===== src/sv/ngi_pkg.sv =====
`default_nettype none
// ----------------------------------------------------------------------------
// ngi_pkg
// shared types and constants for the gga to igc b record builder
// ----------------------------------------------------------------------------
package ngi_pkg;

    // ascii characters
    localparam logic [7:0] CH_B      = 8'h42;
    localparam logic [7:0] CH_A      = 8'h41;
    localparam logic [7:0] CH_ZERO   = 8'h30;
    localparam logic [7:0] CH_COMMA  = 8'h2C;
    localparam logic [7:0] CH_DOT    = 8'h2E;
    localparam logic [7:0] CH_CR     = 8'h0D;
    localparam logic [7:0] CH_LF     = 8'h0A;

    // sentence field numbers, time is the first
    localparam logic [3:0] FIELD_TIME  = 4'd1;
    localparam logic [3:0] FIELD_LAT   = 4'd2;
    localparam logic [3:0] FIELD_NS    = 4'd3;
    localparam logic [3:0] FIELD_LON   = 4'd4;
    localparam logic [3:0] FIELD_EW    = 4'd5;
    localparam logic [3:0] FIELD_FIX   = 4'd7;
    localparam logic [3:0] FIELD_BARO  = 4'd8;
    localparam logic [3:0] FIELD_GALT  = 4'd9;
    localparam logic [3:0] FIELD_ALTO  = 4'd10;
    localparam logic [3:0] FIELD_END   = 4'd11;
    localparam logic [3:0] FIELD_MAX   = 4'd15;

    localparam logic [3:0] CARD_DIGITS = 4'd1;

    // queue depth
    localparam int QUEUE_DEPTH = 4;

    typedef enum logic [3:0] {
        OP_START      = 4'd0,
        OP_CHAR       = 4'd1,
        OP_FIX        = 4'd2,
        OP_ALTI       = 4'd3,
        OP_STORE      = 4'd4,
        OP_ALIGN      = 4'd5,
        OP_ALIGN_EMIT = 4'd6,
        OP_CRLF       = 4'd7
    } op_kind_t;

    typedef struct packed {
        op_kind_t    kind;
        logic [15:0] data;   // character or clamped baro altitude
        logic [3:0]  arg;    // store slot or align shift
    } op_t;

endpackage
`default_nettype wire


===== src/sv/ngi_front.sv =====
`default_nettype none
// ----------------------------------------------------------------------------
// ngi_front
// sentence field tracker, turns transfers into back-end operations where one is needed
// ----------------------------------------------------------------------------
module ngi_front #(
    parameter int TIME_DIGITS = 6,
    parameter int LAT_DIGITS  = 7,
    parameter int LON_DIGITS  = 8,
    parameter int ALT_DIGITS  = 5
) (
    input  wire logic          aclk,
    input  wire logic          aresetn,
    input  wire logic          accept,
    input  wire logic          cmd,
    input  wire logic [7:0]    char_in,
    input  wire logic [16:0]   baro_alti,
    output ngi_pkg::op_t       op,
    output logic               op_valid
);
    import ngi_pkg::*;

    logic [3:0] field_count_reg, field_count_next;
    logic [3:0] digits_left_reg, digits_left_next;
    logic [3:0] fc_inc;
    logic [3:0] shift;

    assign fc_inc = (field_count_reg == FIELD_MAX) ? FIELD_MAX : field_count_reg + 4'd1;
    assign shift  = (digits_left_reg > 4'(ALT_DIGITS)) ? 4'(ALT_DIGITS) : digits_left_reg;

    always_comb begin
        field_count_next = field_count_reg;
        digits_left_next = digits_left_reg;
        op_valid         = 1'b0;
        op.kind          = OP_CHAR;
        op.data          = {8'h00, char_in};
        op.arg           = shift;
        if (cmd == 1'b0) begin
            field_count_next = FIELD_TIME;
            digits_left_next = 4'(TIME_DIGITS);
            op_valid         = 1'b1;
            op.kind          = OP_START;
            op.data          = baro_alti[16] ? 16'h0000 : baro_alti[15:0];
        end else if (char_in == CH_COMMA) begin
            field_count_next = fc_inc;
            digits_left_next = 4'd0;
            case (fc_inc)
                FIELD_LAT: digits_left_next = 4'(LAT_DIGITS);
                FIELD_NS, FIELD_EW: digits_left_next = CARD_DIGITS;
                FIELD_LON: digits_left_next = 4'(LON_DIGITS);
                FIELD_FIX: begin
                    op_valid = 1'b1;
                    op.kind  = OP_FIX;
                end
                FIELD_BARO: begin
                    op_valid = 1'b1;
                    op.kind  = OP_ALTI;
                end
                FIELD_GALT: digits_left_next = 4'(ALT_DIGITS);
                FIELD_ALTO: begin
                    op_valid = 1'b1;
                    op.kind  = OP_ALIGN_EMIT;
                end
                FIELD_END: begin
                    op_valid = 1'b1;
                    op.kind  = OP_CRLF;
                end
                default: digits_left_next = 4'd0;
            endcase
        end else if (field_count_reg == FIELD_GALT) begin
            if (char_in == CH_DOT) begin
                digits_left_next = 4'd0;
                op_valid         = 1'b1;
                op.kind          = OP_ALIGN;
            end else if (digits_left_reg != 4'd0 && digits_left_reg <= 4'(ALT_DIGITS)) begin
                digits_left_next = digits_left_reg - 4'd1;
                op_valid         = 1'b1;
                op.kind          = OP_STORE;
                op.arg           = digits_left_reg - 4'd1;
            end
        end else if (field_count_reg < FIELD_BARO && char_in != CH_DOT
                     && digits_left_reg != 4'd0) begin
            digits_left_next = digits_left_reg - 4'd1;
            op_valid         = 1'b1;
            op.kind          = OP_CHAR;
        end
    end

    always_ff @(posedge aclk) begin
        if (!aresetn) begin
            field_count_reg <= 4'd0;
            digits_left_reg <= 4'd0;
        end else if (accept) begin
            field_count_reg <= field_count_next;
            digits_left_reg <= digits_left_next;
        end
    end

endmodule
`default_nettype wire


===== src/sv/ngi_queue.sv =====
`default_nettype none
// ----------------------------------------------------------------------------
// ngi_queue
// short operation queue between the field tracker and the emitter
// ----------------------------------------------------------------------------
module ngi_queue (
    input  wire logic     aclk,
    input  wire logic     aresetn,
    input  wire logic     push,
    input  ngi_pkg::op_t  push_op,
    output logic          full,
    input  wire logic     pop,
    output logic          head_valid,
    output ngi_pkg::op_t  head_op
);
    import ngi_pkg::*;

    localparam int PTR_W = $clog2(QUEUE_DEPTH);

    op_t              slots_reg [QUEUE_DEPTH];
    logic [PTR_W-1:0] wr_ptr_reg, rd_ptr_reg;
    logic [PTR_W:0]   count_reg, count_next;

    assign full       = (count_reg == (PTR_W+1)'(QUEUE_DEPTH));
    assign head_valid = (count_reg != '0);
    assign head_op    = slots_reg[rd_ptr_reg];

    always_comb begin
        count_next = count_reg;
        if (push && !pop) begin
            count_next = count_reg + 1'b1;
        end else if (!push && pop) begin
            count_next = count_reg - 1'b1;
        end
    end

    always_ff @(posedge aclk) begin
        if (push) begin
            slots_reg[wr_ptr_reg] <= push_op;
        end
    end

    always_ff @(posedge aclk) begin
        if (!aresetn) begin
            wr_ptr_reg <= '0;
            rd_ptr_reg <= '0;
            count_reg  <= '0;
        end else begin
            if (push) begin
                wr_ptr_reg <= wr_ptr_reg + 1'b1;
            end
            if (pop) begin
                rd_ptr_reg <= rd_ptr_reg + 1'b1;
            end
            count_reg <= count_next;
        end
    end

endmodule
`default_nettype wire


===== src/sv/ngi_back.sv =====
`default_nettype none
// ----------------------------------------------------------------------------
// ngi_back
// operation sequencer: altitude digit store, baro conversion, record output
// ----------------------------------------------------------------------------
module ngi_back #(
    parameter int ALT_DIGITS = 5
) (
    input  wire logic        aclk,
    input  wire logic        aresetn,
    input  wire logic        head_valid,
    input  ngi_pkg::op_t     head_op,
    output logic             pop,
    output logic             m_valid,
    input  wire logic        m_ready,
    output logic [7:0]       m_char_out,
    output logic             m_last
);
    import ngi_pkg::*;

    localparam int ALT_W  = ALT_DIGITS * 8;
    localparam int STEP_W = $clog2(ALT_DIGITS);
    localparam logic [STEP_W-1:0] STEP_LAST = STEP_W'(ALT_DIGITS - 1);

    logic              cur_valid_reg, cur_valid_next;
    op_t               cur_op_reg, cur_op_next;
    logic [STEP_W-1:0] step_reg, step_next;
    logic [15:0]       work_reg, work_next;
    logic [ALT_W-1:0]  alti_reg, alti_next;
    logic              out_valid_reg;
    logic [7:0]        out_char_reg;
    logic              out_last_reg;

    logic              out_free, emit, emit_last, done, advance, load;
    logic [7:0]        emit_char;
    logic [7:0]        alti_byte;
    logic [31:0]       product;
    logic [15:0]       quot, rem;
    logic [ALT_W-1:0]  aligned;
    logic [ALT_W-1:0]  fill_mask;

    assign out_free = !out_valid_reg || m_ready;

    // divide by ten through reciprocal, exact for 16-bit values
    assign product = {16'h0000, work_reg} * 32'd52429;
    assign quot    = {3'b000, product[31:19]};
    assign rem     = work_reg - ((quot << 3) + (quot << 1));

    assign fill_mask = ~({ALT_W{1'b1}} >> {cur_op_reg.arg, 3'b000});
    assign aligned   = (alti_reg >> {cur_op_reg.arg, 3'b000})
                     | (fill_mask & {ALT_DIGITS{CH_ZERO}});

    // most significant digit first
    always_comb begin
        alti_byte = CH_ZERO;
        for (int i = 0; i < ALT_DIGITS; i++) begin
            if (STEP_W'(ALT_DIGITS - 1 - i) == step_reg) begin
                alti_byte = alti_reg[i*8 +: 8];
            end
        end
    end

    always_comb begin
        emit        = 1'b0;
        emit_last   = 1'b0;
        emit_char   = cur_op_reg.data[7:0];
        done        = 1'b0;
        advance     = 1'b0;
        alti_next   = alti_reg;
        work_next   = work_reg;
        cur_op_next = cur_op_reg;
        if (cur_valid_reg) begin
            case (cur_op_reg.kind)
                OP_CHAR: begin
                    emit      = out_free;
                    emit_last = 1'b1;
                    done      = out_free;
                end
                OP_FIX: begin
                    emit      = out_free;
                    emit_char = CH_A;
                    emit_last = 1'b1;
                    done      = out_free;
                end
                OP_CRLF: begin
                    emit      = out_free;
                    emit_char = (step_reg == '0) ? CH_CR : CH_LF;
                    emit_last = (step_reg != '0);
                    done      = out_free && (step_reg != '0);
                    advance   = out_free;
                end
                OP_ALTI: begin
                    emit      = out_free;
                    emit_char = alti_byte;
                    emit_last = (step_reg == STEP_LAST);
                    done      = out_free && (step_reg == STEP_LAST);
                    advance   = out_free;
                end
                OP_START: begin
                    advance   = (step_reg != STEP_LAST) || out_free;
                    emit      = (step_reg == STEP_LAST) && out_free;
                    emit_char = CH_B;
                    emit_last = 1'b1;
                    done      = emit;
                    if (advance) begin
                        work_next = quot;
                        for (int i = 0; i < ALT_DIGITS; i++) begin
                            if (STEP_W'(i) == step_reg) begin
                                alti_next[i*8 +: 8] = CH_ZERO | {4'h0, rem[3:0]};
                            end
                        end
                    end
                end
                OP_STORE: begin
                    done = 1'b1;
                    for (int i = 0; i < ALT_DIGITS; i++) begin
                        if (4'(i) == cur_op_reg.arg) begin
                            alti_next[i*8 +: 8] = cur_op_reg.data[7:0];
                        end
                    end
                end
                OP_ALIGN: begin
                    done      = 1'b1;
                    alti_next = aligned;
                end
                OP_ALIGN_EMIT: begin
                    // align now, then emit as a plain digit dump
                    alti_next        = aligned;
                    cur_op_next.kind = OP_ALTI;
                end
                default: begin
                    done = 1'b1;
                end
            endcase
        end
        // a finished or idle emitter takes the next queued operation
        if ((!cur_valid_reg || done) && head_valid) begin
            cur_op_next = head_op;
            work_next   = head_op.data;
        end
    end

    assign load = (!cur_valid_reg || done) && head_valid;
    assign pop  = load;

    always_comb begin
        cur_valid_next = cur_valid_reg;
        step_next      = step_reg;
        if (load) begin
            cur_valid_next = 1'b1;
            step_next      = '0;
        end else if (done) begin
            cur_valid_next = 1'b0;
        end else if (advance) begin
            step_next = step_reg + 1'b1;
        end
    end

    always_ff @(posedge aclk) begin
        if (!aresetn) begin
            cur_valid_reg <= 1'b0;
            step_reg      <= '0;
            alti_reg      <= {ALT_DIGITS{CH_ZERO}};
            out_valid_reg <= 1'b0;
        end else begin
            cur_valid_reg <= cur_valid_next;
            step_reg      <= step_next;
            alti_reg      <= alti_next;
            if (emit) begin
                out_valid_reg <= 1'b1;
            end else if (m_ready) begin
                out_valid_reg <= 1'b0;
            end
        end
    end

    always_ff @(posedge aclk) begin
        cur_op_reg <= cur_op_next;
        work_reg   <= work_next;
        if (emit) begin
            out_char_reg <= emit_char;
            out_last_reg <= emit_last;
        end
    end

    assign m_valid    = out_valid_reg;
    assign m_char_out = out_char_reg;
    assign m_last     = out_last_reg;

endmodule
`default_nettype wire


===== src/sv/nmea_gga_to_igc_b_record.sv =====
`default_nettype none
// ----------------------------------------------------------------------------
// nmea_gga_to_igc_b_record
// builds one igc b fix record from a baro altitude and a gga sentence
// ----------------------------------------------------------------------------
// usage
//   input channel (s_): s_cmd = 0 starts a record with s_baro_alti (negative
//   clamps to zero), s_cmd = 1 feeds one gga character from just after the tag
//   result channel (m_): one record character per transfer, m_last marks the
//   final character caused by one input transfer
// path and throughput
//   a field character or comma that emits one character passes through the
//   queue slot, the current operation register and the output register; one
//   input transfer per cycle is taken while the operation queue has room
//   a start item converts ALT_DIGITS decimal digits, one digit per cycle
//   from the reciprocal divide-by-ten unit, the last when output is free;
//   the baro and gps altitude dumps emit ALT_DIGITS characters, the gps dump
//   after a right-alignment step, and cr lf emits a cr and then an lf
// reset
//   field tracker returns to no field, altitude digits read as ascii zero,
//   queue and output register empty
// stalls
//   when m_ready is low the output register holds, the emitter waits at
//   its next character, the queue fills; s_ready drops only once full
// ----------------------------------------------------------------------------
module nmea_gga_to_igc_b_record #(
    parameter int TIME_DIGITS = 6,
    parameter int LAT_DIGITS  = 7,
    parameter int LON_DIGITS  = 8,
    parameter int ALT_DIGITS  = 5
) (
    input  wire logic               aclk,
    input  wire logic               aresetn,
    input  wire logic               s_valid,
    output logic                    s_ready,
    input  wire logic               s_cmd,
    input  wire logic [7:0]         s_char_in,
    input  wire logic signed [16:0] s_baro_alti,
    output logic                    m_valid,
    input  wire logic               m_ready,
    output logic [7:0]              m_char_out,
    output logic                    m_last
);
    import ngi_pkg::*;

    logic  accept;
    logic  q_full;
    logic  front_valid;
    op_t   front_op;
    logic  q_pop;
    logic  q_valid;
    op_t   q_head;

    // a transfer is taken whenever the queue can hold its operation
    assign s_ready = !q_full;
    assign accept  = s_valid && s_ready;

    // field tracking and classification
    ngi_front #(
        .TIME_DIGITS (TIME_DIGITS),
        .LAT_DIGITS  (LAT_DIGITS),
        .LON_DIGITS  (LON_DIGITS),
        .ALT_DIGITS  (ALT_DIGITS)
    ) u_front (
        .aclk      (aclk),
        .aresetn   (aresetn),
        .accept    (accept),
        .cmd       (s_cmd),
        .char_in   (s_char_in),
        .baro_alti (s_baro_alti),
        .op        (front_op),
        .op_valid  (front_valid)
    );

    // decoupling queue, only operations that do something are pushed
    ngi_queue u_queue (
        .aclk       (aclk),
        .aresetn    (aresetn),
        .push       (accept && front_valid),
        .push_op    (front_op),
        .full       (q_full),
        .pop        (q_pop),
        .head_valid (q_valid),
        .head_op    (q_head)
    );

    // emitter with altitude digit store and output register
    ngi_back #(
        .ALT_DIGITS (ALT_DIGITS)
    ) u_back (
        .aclk       (aclk),
        .aresetn    (aresetn),
        .head_valid (q_valid),
        .head_op    (q_head),
        .pop        (q_pop),
        .m_valid    (m_valid),
        .m_ready    (m_ready),
        .m_char_out (m_char_out),
        .m_last     (m_last)
    );

endmodule
`default_nettype wire

===== config.mk =====
export PLATFORM = sky130hd
export DESIGN_NAME = nmea_gga_to_igc_b_record
export DESIGN_NICKNAME = d
export VERILOG_FILES = /design/src/sv/ngi_pkg.sv /design/src/sv/ngi_front.sv /design/src/sv/ngi_queue.sv /design/src/sv/ngi_back.sv /design/src/sv/nmea_gga_to_igc_b_record.sv
export SDC_FILE = /design/constraint.sdc
export NUM_CORES = 1
export LEC_CHECK = 0
export ABC_AREA = 1
export BUFFER_PORTS_ARGS = -buffer_cell sky130_fd_sc_hd__clkbuf_2
export CELL_PAD_IN_SITES_DETAIL_PLACEMENT = 0
export CELL_PAD_IN_SITES_GLOBAL_PLACEMENT = 1
export CORE_ASPECT_RATIO = 0.9
export CORE_MARGIN = 2
export CORE_UTILIZATION = 45
export DETAILED_ROUTE_END_ITERATION = 10
export PLACE_DENSITY_LB_ADDON = 0.1
export SKIP_LAST_GASP = 1
export SYNTH_ARGS = -nofsm -noshare
export SYNTH_HDL_FRONTEND = slang
export SYNTH_HIERARCHICAL = 1
export SYNTH_SLANG_ARGS = --single-unit

===== constraint.sdc =====
create_clock -name aclk -period 5.8 [get_ports aclk]
set_input_delay 0.29 -clock aclk [delete_from_list [all_inputs] [get_ports aclk]]
set_output_delay 0.29 -clock aclk [all_outputs]
set_load 0.1 [all_outputs]

**After elaboration in Yosys (flattened, before gate mapping)**

Memories as Yosys holds them, arrays and structs flattened. A register that Yosys moved wholly into a read port is not among the register bits.
Index checks and enable logic that the tools add are counted.

- Add/sub/neg operators: 9
- Multipliers: 1
- Div/mod/pow operators: 0
- Order comparisons: 3
- Equality and inequality tests: 46
- Shift-type cells: 2
- Mux-type cells: 75
- Bitwise gates (word level): 4
- Reductions and logical operators: 51

Operator list:

| kind | number |
|---|---|
| $mux 8 | 16 |
| $pmux 40 s3 | 1 |
| $mux 16 | 6 |
| $mux 4 | 21 |
| $mux 40 | 1 |
| $or 40x38->40 | 1 |
| $shr 40x7->38 const A | 1 |
| $shr 40x7->40 | 1 |
| $not 38->38 | 1 |
| $mul 16x16->32 const B | 1 |
| $pmux 8 s4 | 1 |
| $eq 4x3->1 const B | 7 |
| $reduce_and 5->1 | 5 |
| $eq 4x4->1 const B | 6 |
| $mux 24 | 1 |
| $ne 2x1->1 const B | 12 |
| $eq 4x2->1 const B | 4 |
| $eq 8x6->1 const B | 2 |
| $mux 1 | 16 |
| $pmux 4 s4 | 1 |
| $reduce_bool 2->1 | 7 |
| $mux 3 | 4 |
| $pmux 3 s4 | 1 |
| $reduce_or 2->1 | 6 |
| other kinds (38) | 68 |

- Register bits: 109
- Bits in latches: 0
- Memory bits (writable): 96
- Memory bits (read-only): 0
- Bits of input ports: 30
- Output and inout port bits: 11
- Word-level logic and storage cells: 211
- Memories: 1

Memory list:

| memory | depth | bits a word | rd ports | clocked after memory_dff | write ports | line | source |
|---|---|---|---|---|---|---|---|
| u_queue.slots_reg | 4 | 24 | 1 | 1 | 1 | ngi_queue.sv:20 | `op_t slots_reg [QUEUE_DEPTH];` |

**Depth between registers and ports, before layout**

- Depth in word-level cells: 12
- Depth in mapped cells: 32
- Mapped depth without buffers: 32

**Modules after synthesis**

The synthesis kept the hierarchy.

Modules (own cells, without submodules):

| module | times used | cells an instance | area each (µm²) | sequential area each (µm²) |
|---|---|---|---|---|
| ngi_back | 1 | 1227 | 9814.4 | 2132.0 |
| ngi_queue | 1 | 291 | 4171.5 | 3062.9 |
| ngi_front | 1 | 209 | 1183.6 | 160.2 |
| nmea_gga_to_igc_b_record | 1 | 5 | 23.8 | 0.0 |

**Least setup slack after synthesis**

OpenSTA, ideal clock, no wires.

- Kind: register to register
- Start: reg u_back.work_reg[6]
- End: reg u_back.alti_reg[2]
- Library setup time: 0.070 ns
- Data arrival time: 5.847 ns
- Data required time: 5.730 ns
- Slack: -0.117 ns
- Stages on the path, launching flop included: 29
- Buffers on the path: 0
- Period minus slack after synthesis: 5.917 ns
- Path through: edfxtp_1 > ha_1 > inv_1 > fa_1 > inv_1 > fa_1 > fa_1 > fa_1 > inv_1 > fa_1 > inv_1 > ha_1 > nand2_1 > nor2_1 > inv_1 > nor2_1 > a21oi_1 > or2_2 > nand2_1 > inv_1 > ha_1 > or2_2 > a21oi_1 > inv_1 > nand2_1 > inv_1 > o21ai_0 > nand2_1 > a21oi_1

- Longest elaborated chain between the ends: 6

RTL lines:

| what | line | source |
|---|---|---|
| from (decl) | ngi_back.sv:28 | `logic [15:0] work_reg, work_next;` |
| from (signal assigned) | ngi_back.sv:179 | `work_reg <= work_next;` |
| $mul 16x16->32 | ngi_back.sv:45 | `assign product = {16'h0000, work_reg} * 32'd52429;` |
| $add 4x4->4 | ngi_back.sv:47 | `assign rem = work_reg - ((quot << 3) + (quot << 1));` |
| $sub 4x4->4 | ngi_back.sv:47 |  |
| $mux 8 | ngi_back.sv:108 | `if (STEP_W'(i) == step_reg) begin` |
| $mux 40 | ngi_back.sv:105 | `if (advance) begin` |
| $pmux 40 s3 | ngi_back.sv:73 | `case (cur_op_reg.kind)` |
| to (signal assigned) | ngi_back.sv:163 | `alti_reg <= {ALT_DIGITS{CH_ZERO}};` |
| to (signal assigned) | ngi_back.sv:168 | `alti_reg <= alti_next;` |
| to (decl) | ngi_back.sv:29 | `logic [ALT_W-1:0] alti_reg, alti_next;` |

No other way between the ends. The select of a mux whose other input is x is not followed.
A chain may end at the register's enable or synchronous reset.

**Worst setup path after layout**

- Start: reg u_back.work_reg[7]
- End: reg u_back.alti_reg[2]

Same word-level chain as after synthesis.

==> results.rst <==
.. list-table::
   :header-rows: 1

   * - Metric
     - Value
   * - Most repeated library cell on the critical path
     - inv_2
   * - Start-to-end type of the worst setup path
     - register to register
   * - Number of clock sinks seen by CTS
     - 199
   * - Via count of the first global-routing pass
     - 12130
   * - Critical path's largest stage delay
     - 560 ps
   * - Count of synthesis-stage warnings from yosys
     - 6
   * - Path type of the worst min-delay path
     - input port to register
   * - Synth-to-Final Area Change
     - 15.28%
   * - Cell count after placement
     - 2230
   * - Final instance count without filler cells
     - 2287
   * - Unrepaired setup endpoints after global routing
     - true
   * - Top-count cell post-synth
     - inv_1
   * - Worst hold slack
     - 181.2 ps
   * - Die Footprint
     - 0.03525 mm2
   * - WP data arrival
     - 6130 ps
   * - Cells after Synth
     - 1732
   * - Count of routing violations after the opening detailed-route iteration
     - 903
   * - Library cell used as clock root buffer
     - clkbuf_16
   * - Fill cell total of the finished layout
     - 3136
   * - Global-route wire length before repair
     - 67210 um
   * - Wire length per cell after detailed routing
     - 18.29 um
   * - Number of distinct library cells after synthesis
     - 60
   * - Flops & latches, synth
     - 199
   * - Remaining routing DRC violations
     - 0
   * - Max-cap viol count
     - 0
   * - Top area cells in the synthesized netlist
     - edfxtp_1 27%, ha_1 12%, fa_1 11%, dfxtp_1 8.2%, inv_1 7.6%
   * - Buffers and inverters on the worst path
     - 8
   * - Critical path's slowest cell
     - fa_1
   * - Core Rows
     - 63
   * - Post-layout utilization of the core
     - 52.91%
   * - Final HPWL from detailed placement
     - 31670 um
   * - Post-Syn Nets
     - 1992
   * - Biggest area consumer among synthesized cells
     - edfxtp_1
   * - Slew at the pin closest to its max-slew limit
     - 1109 ps
   * - Sum of overflow across all layers after global routing
     - 0
   * - Outcome
     - finished clean
   * - Peak Freq
     - 173.6 MHz
   * - Clock latency at the later pin of the worst-skew pair
     - 470 ps
   * - Share of synthesized flip-flops with an asynchronous set or reset
     - 0%
   * - Synthesized cell area
     - 0.01519 mm2
   * - Average vias per placed instance
     - 5.269
   * - PortBufs
     - 40
   * - Quantity of hold-fixing buffers added after cts
     - 0
   * - Total vias in the final route
     - 12050
   * - Detailed Routing Iterations Pass 1
     - 5
   * - Top post-synthesis cells by count
     - 309 x inv_1, 250 x nand2_1, 149 x ha_1, 141 x o21ai_0, 137 x edfxtp_1
   * - Clock tree from TritonCTS
     - yes
   * - Post-synth top area share
     - 27.08%
   * - Initial antenna violation count
     - 0
   * - Share of cells above drive strength 1
     - 20.21%
   * - Max-slew headroom at the worst pin
     - 25.77%
   * - Core footprint
     - 0.03311 mm2
   * - Clock Tree Buf Depth
     - 2
   * - CP required
     - 6170 ps
   * - Max FFs per register
     - 96
   * - Period utilisation layout
     - 99.30%
   * - Per-instance average area after synthesis
     - 8.772 um2
   * - Initial cell density of the core
     - 45.89%
   * - Total clock buffers created by CTS
     - 17
   * - Antenna Violating Nets Remaining
     - 0
   * - Antenna cells
     - 0
   * - Critical path fanouts, max
     - 3
   * - Worst path setup slack after routing
     - 40.33 ps
   * - Post-synth EDFFs
     - 137
   * - Worst clock skew
     - 26.01 ps
   * - Detailed-route wire length
     - 41830 um
   * - Sequential element share of the synthesized area
     - 35.25%
   * - CTS HTree Levels
     - 4
   * - Pre-CTS setup slack
     - -254.7 ps
   * - Kind of capture point of the worst setup path
     - register
   * - Commonest register cell after synthesis
     - edfxtp_1
   * - Hold Violations, Final
     - 0
   * - Final Critical Period
     - 5760 ps
   * - Pin count of the biggest net entering global routing
     - 50
   * - Largest delay contributor family on the critical path
     - adder cells
   * - Die Span X
     - 197.7 um
   * - Post-layout nets
     - 2112
   * - Routability congestion estimate from global placement
     - 0.8925
   * - Die H
     - 178.3 um
   * - Number of failing setup endpoints in the final timing report
     - 0
   * - Pins Over Slew Limit
     - 0
   * - Top Ports
     - 41
   * - Crit path launch type
     - register
   * - Total routing usage reported by global routing
     - 25.05%
   * - CTS clk-pin slew, worst paths
     - 90 ps
layout by cell type (no fill, tap or decap), types with 10 or more instances in the layout:
cell type,n
clkbuf_16,17
a21oi_2,19
buf_4,100
nand2_1,234
edfxtp_1,137
o21ai_0,136
o22ai_1,22
xor2_1,10
o211ai_1,15
clkbuf_2,40
dfxtp_1,62
nand2_2,22
o22ai_2,20
a21oi_1,88
nor2_1,130
a31oi_1,11
fa_1,79
nand3_1,45
ha_1,131
inv_2,29
inv_1,300
ha_4,16
nor2_2,35
o21ai_1,17
nor2_4,10
cell type report:
cell class	count	area [um2]	share of cell area [%]
Multi-Input combinational cell	1153	8745	49.93
Timing Repair Buffer	144	996.0	5.686
Sequential cell	199	5355	30.57
Inverter	337	1276	7.286
Clock buffer	17	425.4	2.429
Clock inverter	15	190.2	1.086
Tap cell	422	528.0	3.015
worst paths after layout:
kind	slack, ps	endpoint	depth (start not counted)	start
hold reg to reg	440	u_queue/rd_ptr_reg[1]	1	u_queue/rd_ptr_reg[1]
setup reg to reg	40	u_back/alti_reg[2]	28	u_back/work_reg[7]
hold / removal	180	u_queue/slots_reg[3][18]	3	s_baro_alti[14]
setup / recovery	40	u_back/alti_reg[2]	28	u_back/work_reg[7]
metal layers:
layer	GRT usage, %	vias up	routed length (um)
met5	0	-	0
met4	6.109	0	626
met3	4.708	41	2410
met2	39.67	302	18860
met1	35.49	5743	19930
li1	-	5965	-
per-stage QoR:
stage	setup TNS (ps)	instance area, um2
after floorplan	0	15250
after detailed placement	-1347	16320
after CTS	0	17090
after global placement	-582.2	16320
final	0	17520
after global routing	-1293	17520
what timing repair did:
item | CTS | global route
setup endpoints to repair | 11 | 21
pin swaps | 22 | 49
setup buffers | 11 | 14
endpoints found under the hold margin | 0 | 0
resized for setup | 11 | 79
tightest hold or removal path, delay by kind of cell:
kind          cells  cell delay, ps
simple gates      1              60
buf+inv           2             120
cell families (layout without fill, tap and decap cells):
group	count (synthesis)	in the layout	share of synthesized area, %
AND/OR/NAND/NOR	528	528	15.77
XOR/XNOR	14	14	0.8071
AO/OA/AOI/OAI	380	380	15.21
adder cells (fa/ha/maj)	230	230	22.94
flip-flops	199	199	35.25
buffers and inverters	380	513	9.997
other	1	1	0.02468
Power is not shown: default switching activity piles up to over one toggle a cycle in this logic, so the estimate is an artifact.
